$ cat src/design/aspw_pkg.sv
package aspw_pkg;

  localparam int LEVEL_W  = 16;
  localparam int VOLUME_W = 7;
  localparam int PERIOD_W = 20;
  localparam int CFG_IDX_W = 2;

  typedef logic [LEVEL_W-1:0] level_t;

  typedef struct packed {
    logic [7:0] low_byte;
    logic [7:0] high_byte;
  } in_item_t;

  typedef struct packed {
    logic [PERIOD_W-1:0] high_time;
    logic [LEVEL_W-1:0]  smoothed_level;
  } out_item_t;

  localparam logic [CFG_IDX_W-1:0] REG_VOLUME = 2'd0;
  localparam logic [CFG_IDX_W-1:0] REG_WIDE   = 2'd1;
  localparam logic [CFG_IDX_W-1:0] REG_PERIOD = 2'd2;

  localparam logic [VOLUME_W-1:0] VOLUME_RESET = 7'd50;
  localparam logic                WIDE_RESET   = 1'b1;
  localparam logic [PERIOD_W-1:0] PERIOD_RESET = 20'd250000;

  localparam level_t     LEVEL_MID  = 16'h8000;
  localparam logic [7:0] SIGN_FLIP  = 8'h80;

  localparam logic [6:0]  PCT_FULL       = 7'd100;
  localparam logic [15:0] RECIP_100      = 16'd41943;
  localparam int          RECIP_100_SHIFT = 22;

  localparam logic [2:0]  WEIGHT_FIFTH   = 3'd5;
  localparam logic [17:0] RECIP_5        = 18'd209715;
  localparam int          RECIP_5_SHIFT  = 20;

  localparam logic [3:0]  TENTHS         = 4'd10;
  localparam logic [23:0] RECIP_10       = 24'd13421772;
  localparam int          RECIP_10_SHIFT = 27;

  localparam logic [15:0] LEVEL_FULL = 16'hFFFF;

  localparam int QUEUE_DEPTH = 2;

endpackage

$ cat src/design/aspw_front.sv
module aspw_front (
  input  logic               clk,
  input  logic               rst,
  input  logic               in_valid,
  output logic               in_stall,
  input  aspw_pkg::in_item_t in_data,
  input  logic               wide_samples,
  input  logic               queue_full,
  output logic               push_valid,
  output aspw_pkg::level_t   push_level
);

  logic             hold_valid;
  aspw_pkg::level_t hold_level;
  aspw_pkg::level_t level;
  logic             accept;

  always_comb begin
    if (wide_samples) begin
      level = {in_data.high_byte ^ aspw_pkg::SIGN_FLIP, in_data.low_byte};
    end else begin
      level = {in_data.low_byte, 8'h00};
    end
  end

  assign in_stall   = hold_valid && queue_full;
  assign accept     = in_valid && !in_stall;
  assign push_valid = hold_valid;
  assign push_level = hold_level;

  always_ff @(posedge clk) begin
    if (rst) begin
      hold_valid <= 1'b0;
    end else if (accept) begin
      hold_valid <= 1'b1;
    end else if (hold_valid && !queue_full) begin
      hold_valid <= 1'b0;
    end
  end

  always_ff @(posedge clk) begin
    if (accept) begin
      hold_level <= level;
    end
  end

endmodule

$ cat src/design/aspw_queue.sv
module aspw_queue #(
  parameter int DEPTH = aspw_pkg::QUEUE_DEPTH
) (
  input  logic             clk,
  input  logic             rst,
  input  logic             push_valid,
  input  aspw_pkg::level_t push_level,
  output logic             full,
  input  logic             pop,
  output logic             empty,
  output aspw_pkg::level_t pop_level
);

  localparam int PTR_W = $clog2(DEPTH);
  localparam int CNT_W = $clog2(DEPTH + 1);

  aspw_pkg::level_t entries [DEPTH];
  logic [PTR_W-1:0] wr_ptr;
  logic [PTR_W-1:0] rd_ptr;
  logic [CNT_W-1:0] count;
  logic             do_push;
  logic             do_pop;

  assign full      = (count == CNT_W'(DEPTH));
  assign empty     = (count == '0);
  assign do_push   = push_valid && !full;
  assign do_pop    = pop && !empty;
  assign pop_level = entries[rd_ptr];

  always_ff @(posedge clk) begin
    if (rst) begin
      wr_ptr <= '0;
      rd_ptr <= '0;
      count  <= '0;
    end else begin
      if (do_push) begin
        wr_ptr <= (wr_ptr == PTR_W'(DEPTH - 1)) ? '0 : wr_ptr + 1'b1;
      end
      if (do_pop) begin
        rd_ptr <= (rd_ptr == PTR_W'(DEPTH - 1)) ? '0 : rd_ptr + 1'b1;
      end
      if (do_push && !do_pop) begin
        count <= count + 1'b1;
      end else if (do_pop && !do_push) begin
        count <= count - 1'b1;
      end
    end
  end

  always_ff @(posedge clk) begin
    if (do_push) begin
      entries[wr_ptr] <= push_level;
    end
  end

endmodule

$ cat src/design/aspw_back.sv
module aspw_back (
  input  logic                  clk,
  input  logic                  rst,
  input  logic [6:0]            volume_percent,
  input  logic [19:0]           pwm_period,
  input  logic                  queue_empty,
  input  aspw_pkg::level_t      queue_level,
  output logic                  pop,
  output logic                  out_valid,
  input  logic                  out_stall,
  output aspw_pkg::out_item_t   out_data
);

  typedef enum logic [7:0] {
    ST_IDLE   = 8'b00000001,
    ST_SCALE  = 8'b00000010,
    ST_DIV100 = 8'b00000100,
    ST_FIX100 = 8'b00001000,
    ST_DIV5   = 8'b00010000,
    ST_FIX5   = 8'b00100000,
    ST_SPAN   = 8'b01000000,
    ST_WRAP   = 8'b10000000
  } state_t;

  state_t           state;
  state_t           state_next;
  aspw_pkg::level_t previous_level;
  aspw_pkg::level_t level;
  logic [22:0]      vprod;
  logic [16:0]      q100;
  logic [18:0]      mix;
  logic [15:0]      q5;
  aspw_pkg::level_t smooth;
  logic [23:0]      p9;
  logic [19:0]      plo_est;
  logic [19:0]      plo;
  logic [19:0]      phi_est;
  logic [19:0]      phi;
  logic [19:0]      span;
  logic [35:0]      sprod;

  logic [38:0]      div100_prod;
  logic [23:0]      r100;
  logic [16:0]      scaled_wide;
  aspw_pkg::level_t scaled;
  logic [37:0]      div5_prod;
  logic [18:0]      r5;
  aspw_pkg::level_t smooth_now;
  logic [47:0]      plo_prod;
  logic [47:0]      phi_prod;
  logic [20:0]      rlo;
  logic [24:0]      rhi;
  logic [19:0]      fold_q0;
  logic [20:0]      fold_r1;
  logic [4:0]       fold_q1;
  logic [16:0]      fold_r2;
  logic [19:0]      fold_q;
  logic             out_free;

  assign pop      = (state == ST_IDLE) && !queue_empty;
  assign out_free = !out_valid || !out_stall;

  assign div100_prod = 39'(vprod) * 39'(aspw_pkg::RECIP_100);
  assign r100        = 24'(vprod) - 24'(q100) * 24'(aspw_pkg::PCT_FULL);
  assign scaled_wide = q100 + 17'(r100 >= 24'(aspw_pkg::PCT_FULL));
  assign scaled      = scaled_wide[16] ? aspw_pkg::LEVEL_FULL : scaled_wide[15:0];

  assign div5_prod  = 38'(mix) * 38'(aspw_pkg::RECIP_5);
  assign r5         = mix - 19'(q5) * 19'(aspw_pkg::WEIGHT_FIFTH);
  assign smooth_now = q5 + 16'(r5 >= 19'(aspw_pkg::WEIGHT_FIFTH));

  assign plo_prod = 48'(pwm_period) * 48'(aspw_pkg::RECIP_10);
  assign phi_prod = 48'(p9) * 48'(aspw_pkg::RECIP_10);
  assign rlo      = 21'(pwm_period) - 21'(plo_est) * 21'(aspw_pkg::TENTHS);
  assign rhi      = 25'(p9) - 25'(phi_est) * 25'(aspw_pkg::TENTHS);

  // Division by 65535 through two folds of the upper half onto the lower half.
  assign fold_q0 = sprod[35:16];
  assign fold_r1 = 21'(sprod[15:0]) + 21'(fold_q0);
  assign fold_q1 = fold_r1[20:16];
  assign fold_r2 = 17'(fold_r1[15:0]) + 17'(fold_q1);
  assign fold_q  = fold_q0 + 20'(fold_q1) + 20'(fold_r2 >= 17'(aspw_pkg::LEVEL_FULL));

  always_comb begin
    state_next = state;
    unique case (state)
      ST_IDLE: begin
        if (!queue_empty) begin
          state_next = ST_SCALE;
        end
      end
      ST_SCALE:  state_next = ST_DIV100;
      ST_DIV100: state_next = ST_FIX100;
      ST_FIX100: state_next = ST_DIV5;
      ST_DIV5:   state_next = ST_FIX5;
      ST_FIX5:   state_next = ST_SPAN;
      ST_SPAN:   state_next = ST_WRAP;
      ST_WRAP: begin
        if (out_free) begin
          state_next = ST_IDLE;
        end
      end
      default:   state_next = ST_IDLE;
    endcase
  end

  always_ff @(posedge clk) begin
    if (rst) begin
      state          <= ST_IDLE;
      previous_level <= aspw_pkg::LEVEL_MID;
      out_valid      <= 1'b0;
    end else begin
      state <= state_next;
      if (state == ST_FIX5) begin
        previous_level <= smooth_now;
      end
      if (state == ST_WRAP && out_free) begin
        out_valid <= 1'b1;
      end else if (!out_stall) begin
        out_valid <= 1'b0;
      end
    end
  end

  always_ff @(posedge clk) begin
    if (pop) begin
      level <= queue_level;
    end
    if (state == ST_SCALE) begin
      vprod <= 23'(level) * 23'(volume_percent);
      p9    <= {1'b0, pwm_period, 3'b000} + 24'(pwm_period);
    end
    if (state == ST_DIV100) begin
      q100    <= 17'(div100_prod >> aspw_pkg::RECIP_100_SHIFT);
      plo_est <= 20'(plo_prod >> aspw_pkg::RECIP_10_SHIFT);
    end
    if (state == ST_FIX100) begin
      mix     <= 19'({scaled, 2'b00}) + 19'(previous_level);
      plo     <= plo_est + 20'(rlo >= 21'(aspw_pkg::TENTHS));
      phi_est <= 20'(phi_prod >> aspw_pkg::RECIP_10_SHIFT);
    end
    if (state == ST_DIV5) begin
      q5  <= 16'(div5_prod >> aspw_pkg::RECIP_5_SHIFT);
      phi <= phi_est + 20'(rhi >= 25'(aspw_pkg::TENTHS));
    end
    if (state == ST_FIX5) begin
      smooth <= smooth_now;
      span   <= phi - plo;
    end
    if (state == ST_SPAN) begin
      sprod <= 36'(smooth) * 36'(span);
    end
    if (state == ST_WRAP && out_free) begin
      out_data.high_time      <= plo + fold_q;
      out_data.smoothed_level <= smooth;
    end
  end

endmodule

$ cat src/design/audio_sample_to_pwm_width.sv
// Channel   Handshake              Payload
// input     in_valid / in_stall    in_data  (low_byte, high_byte)
// output    out_valid / out_stall  out_data (high_time, smoothed_level)
// config    cfg_write              cfg_index, cfg_data
//
// The back-end sequencer handles one sample at a time, from ST_IDLE through ST_WRAP, which is the limit on throughput.
// A sample passes the front holding register, the queue and the back-end sequencer on its way to the output register.
// Reset is synchronous; it restores the register defaults and a previous level of 32768.
// Input stalls only when the front stage holds a sample and the queue is full.
// A result held by out_stall keeps the sequencer waiting at its last step.
module audio_sample_to_pwm_width #(
  parameter int QUEUE_DEPTH = aspw_pkg::QUEUE_DEPTH
) (
  input  logic                                clk,
  input  logic                                rst,
  input  logic                                in_valid,
  output logic                                in_stall,
  input  aspw_pkg::in_item_t                  in_data,
  output logic                                out_valid,
  input  logic                                out_stall,
  output aspw_pkg::out_item_t                 out_data,
  input  logic                                cfg_write,
  input  logic [aspw_pkg::CFG_IDX_W-1:0]      cfg_index,
  input  logic [aspw_pkg::PERIOD_W-1:0]       cfg_data
);

  logic [aspw_pkg::VOLUME_W-1:0] volume_percent;
  logic                          wide_samples;
  logic [aspw_pkg::PERIOD_W-1:0] pwm_period;

  logic             push_valid;
  aspw_pkg::level_t push_level;
  logic             queue_full;
  logic             queue_empty;
  logic             pop;
  aspw_pkg::level_t queue_level;

  always_ff @(posedge clk) begin
    if (rst) begin
      volume_percent <= aspw_pkg::VOLUME_RESET;
      wide_samples   <= aspw_pkg::WIDE_RESET;
      pwm_period     <= aspw_pkg::PERIOD_RESET;
    end else if (cfg_write) begin
      unique case (cfg_index)
        aspw_pkg::REG_VOLUME: volume_percent <= cfg_data[aspw_pkg::VOLUME_W-1:0];
        aspw_pkg::REG_WIDE:   wide_samples   <= cfg_data[0];
        aspw_pkg::REG_PERIOD: pwm_period     <= cfg_data;
        default: ;
      endcase
    end
  end

  aspw_front u_front (
    .clk          (clk),
    .rst          (rst),
    .in_valid     (in_valid),
    .in_stall     (in_stall),
    .in_data      (in_data),
    .wide_samples (wide_samples),
    .queue_full   (queue_full),
    .push_valid   (push_valid),
    .push_level   (push_level)
  );

  aspw_queue #(
    .DEPTH (QUEUE_DEPTH)
  ) u_queue (
    .clk        (clk),
    .rst        (rst),
    .push_valid (push_valid),
    .push_level (push_level),
    .full       (queue_full),
    .pop        (pop),
    .empty      (queue_empty),
    .pop_level  (queue_level)
  );

  aspw_back u_back (
    .clk            (clk),
    .rst            (rst),
    .volume_percent (volume_percent),
    .pwm_period     (pwm_period),
    .queue_empty    (queue_empty),
    .queue_level    (queue_level),
    .pop            (pop),
    .out_valid      (out_valid),
    .out_stall      (out_stall),
    .out_data       (out_data)
  );

endmodule
$ cat config.mk
export PLATFORM = sky130hd
export DESIGN_NAME = audio_sample_to_pwm_width
export DESIGN_NICKNAME = d
export VERILOG_FILES = /design/src/design/aspw_pkg.sv /design/src/design/aspw_front.sv /design/src/design/aspw_queue.sv /design/src/design/aspw_back.sv /design/src/design/audio_sample_to_pwm_width.sv
export SDC_FILE = /design/constraint.sdc
export NUM_CORES = 2
export LEC_CHECK = 0
export ABC_AREA = 0
export BUFFER_PORTS_ARGS = -buffer_cell sky130_fd_sc_hd__buf_2
export CORE_MARGIN = 3
export CORE_UTILIZATION = 53
export CTS_BUF_LIST = sky130_fd_sc_hd__clkbuf_16
export DETAILED_ROUTE_END_ITERATION = 10
export PLACE_DENSITY_LB_ADDON = 0.1
export SETUP_SLACK_MARGIN = 0.3
export SYNTH_ARGS = -nofsm -noshare
export SYNTH_HDL_FRONTEND = slang
export SYNTH_SLANG_ARGS = --single-unit
$ cat constraint.sdc
create_clock -name clk -period 13.1 [get_ports clk]
set_clock_uncertainty 0.1 [all_clocks]
set_input_delay 0 -clock clk [delete_from_list [all_inputs] [get_ports clk]]
set_output_delay 0 -clock clk [all_outputs]
set_load 0.02 [all_outputs]
==> results.toml <==
[power_and_ir_drop]
power_leakage_nw = 34.6
ir_drop_uv = 346
p_per_area_mw_per_mm2 = 238

[clock_network]
cts_resized = 0
cts-root-buf = "clkbuf_16"
clock_latency_ps = 650
clock_sinks = 404
cts_max_level = 2
clk_path_buf_depth = 3
numCtsBuffers = 51
cts_tree = "built"
clkTransAtPathRegs_ps = 60

[die]
start_util_pct = 53.5
core_region_area_mm2 = 0.122
chipHeight_um = 357
die_w_um = 357
die-area_mm2 = 0.127
rows = 128
io_pins = 81

[run]
maxCapViolations = 0

[setup_path]
worst-r2r-cell-count = 46
worstSetupStartpointType = "register"
reg2reg_to = "u_back.mix[16]"
path_class = "register to register"
cpMostUsedCell = "ha_1"
r2r_start = "u_back.q100[1]"
arrival_ps = 11850
crit_fanout = 16
cp.required_ps = 13370
critPathMaxStageDelay_ps = 570
r2r_setup_slack_ps = 1530
critPathBufInv = 1
cp-end-kind = "register"
cp_slowest_cell = "or4_1"
crit_path_start = "u_back.q100[1]"
critical_path.top_delay_family = "compound AO/OA/AOI/OAI gates"

[grt]
grt_pass1_vias = 47600
grt_overflow = 0
antenna_found_initial = 3
grt_pass1_wl_um = 256000
track_usage_pct = 25.3
grt_max_degree = 60

[logic_synthesis]
ys_ff_latch = 404
synth_edf_count = 346
synth_fp_nets = 8684
yosysTopAreaCell = "fa_1"
yosysWarnings = 0
synth.area.top_cells = "fa_1, ha_1, edfxtp_1"
ys.flop_type = "edfxtp_1"
syn_area_per_cell_um2 = 9.95
ys_seq_area_share_pct = 17.7
yosysUniqueCellTypes = 90
async_flop_share_pct = 0
synthCells = 6559
syn_area_mm2 = 0.0653
synth_top_area_share_pct = 28.3

[worst_hold_path]
holdPathEnd = "pwm_period[12]"
holdPathStages = 3
hold_start = "cfg_data[12]"
hold_path.class = "primary input to register"

[final_layout]
register_area_mm2 = 0.0116
nets = 8815
drive_above_1_share_pct = 3.74
multi_input_area_mm2 = 0.0480
areaGrowthSynthToFinish_pct = 7.12
final_cells = 8356
fin_util_pct = 57.3
fill_cells = 10800

[sta]
drv_slew = 0
finalCritPeriodShare_pct = 88.3
holdWs_ps = 72.8
worst_pin_slew_ps = 1150
max-slew-margin-rel_pct = 22.7
rsz0062_at_grt = "no"
finalSetupViolations = 0
min_period_ps = 11570
tns_ps = 0
max_freq_ghz = 0.0864
final.setup.worst_slack_ps = 1530
finalHoldViolCount = 0

[drt]
initialDrtViolationCount = 2208
drc = 0
wirelength_um = 156000
avgRoutedWirePerCell_um = 18.6
num_vias = 45000
first_pass_iters = 5
ant_nets = 0
via_per_inst = 5.39

[place]
dp.cells = 8198
place_congestion = 0.923
io_buffer_count = 80
hpwl_um = 132000
dp_slack_ps = 1480

[status]
status = "finished clean"
==> metal layers <==
layer  vias to the layer above  share of wire (%)  global-route usage, %
met5                         -             0.0058                      0
li1                      21600                  -                      -
met1                     22300                 45                   34.3
met4                         2                2.3                   5.58
met2                       832                 48                   43.6
met3                       208                4.4                   3.25
==> power breakdown <==
group	internal [W]	switching, W
Clock	0.000856	0.000601
Sequential	0.00202	0.000141
Combinational	0.00560	0.00739
Total	0.00847	0.00813
==> worst register-to-register path: cells and delay by family, from the launching register on <==
kind,cells,cell delay (ps)
compound gates,20,4100
fa+ha+maj,9,2940
simple gates,13,2810
xor+xnor,3,690
flops,1,510
buf+inv,1,120
==> state kept, by name, summed over array words and instances, names as in the netlist, 20 cells and up <==
name / flops
u_back.span: 20
u_back.vprod: 23
u_back.out_data: 36
u_back.p9: 24
u_back.phi: 20
u_queue.entries: 32
u_back.sprod: 36
pwm_period: 20
u_back.phi_est: 20
==> timing repair <==
item                                   4_1_cts  5_1_grt
hold buffers                                64        0
endpoints found under the hold margin       97        0
buffers inserted                             0        0
==> cells by family after synthesis <==
kind of cell             synth area share, %
XOR/XNOR                                4.40
buffers and inverters                   8.84
multiplexers                           0.629
AND/OR/NAND/NOR                         9.88
adder cells (fa/ha/maj)                 50.5
AO/OA/AOI/OAI                           8.02
flip-flops                              17.7
==> layout by cell type (no fill, tap or decap), types with 52 or more instances in the layout <==
master / count
nand2_1: 530
ha_1: 1159
buf_2: 80
a21o_1: 73
nor2_1: 228
xor2_1: 113
dfxtp_1: 58
a21oi_1: 265
inv_1: 1456
xnor2_1: 215
o21ai_0: 161
edfxtp_1: 346
o21a_1: 52
nor2b_1: 59
and2_1: 158
dlygate4sd3_1: 64
clkbuf_16: 55
nand3_1: 94
nor3_1: 80
fa_1: 923
==> cell usage after synthesis (all sizes together), types with 52 or more instances <==
master	number
a21o	73
a21oi	269
and2	159
clkbuf	84
dfxtp	58
edfxtp	346
fa	923
ha	1159
inv	1449
nand2	530
nand3	94
nor2	229
nor2b	59
nor3	80
o21a	52
o21ai	167
xnor2	215
xor2	113
==> how the worst max path moves through the flow <==
stage          slack (ps)  cells past startpoint        endpoint
6_report             1530                     46  u_back.mix[16]
5_1_grt               550                     46  u_back.mix[16]
4_1_cts              1410                     46  u_back.mix[16]
3_5_place_dp         1480                     46  u_back.mix[16]
3_3_place_gp         1640                     46  u_back.mix[16]
2_1_floorplan        3270                     45  u_back.mix[17]
==> cell type report <==
type / count / share of cell area, %
diodes: 1 / 0.00358
repair buffers: 165 / 1.71
inverters: 1450 / 7.79
well taps: 1625 / 2.91
clock inverters: 38 / 0.481
multi-input cells: 4618 / 68.6
clock buffers: 55 / 1.97
flip-flops and latches: 404 / 16.5
==> through the flow <==
| stage | total power (W) | area [µm²] |
|---|---|---|
| 2_1_floorplan | 0.0116 | 65300 |
| 6_report | 0.0166 | 69900 |
| 5_1_grt | 0.0187 | 69900 |
| 4_1_cts | 0.0169 | 69900 |
| 3_5_place_dp | 0.0152 | 67600 |
| 3_3_place_gp | 0.0151 | 67600 |
Power figures use the tool's default switching activity.
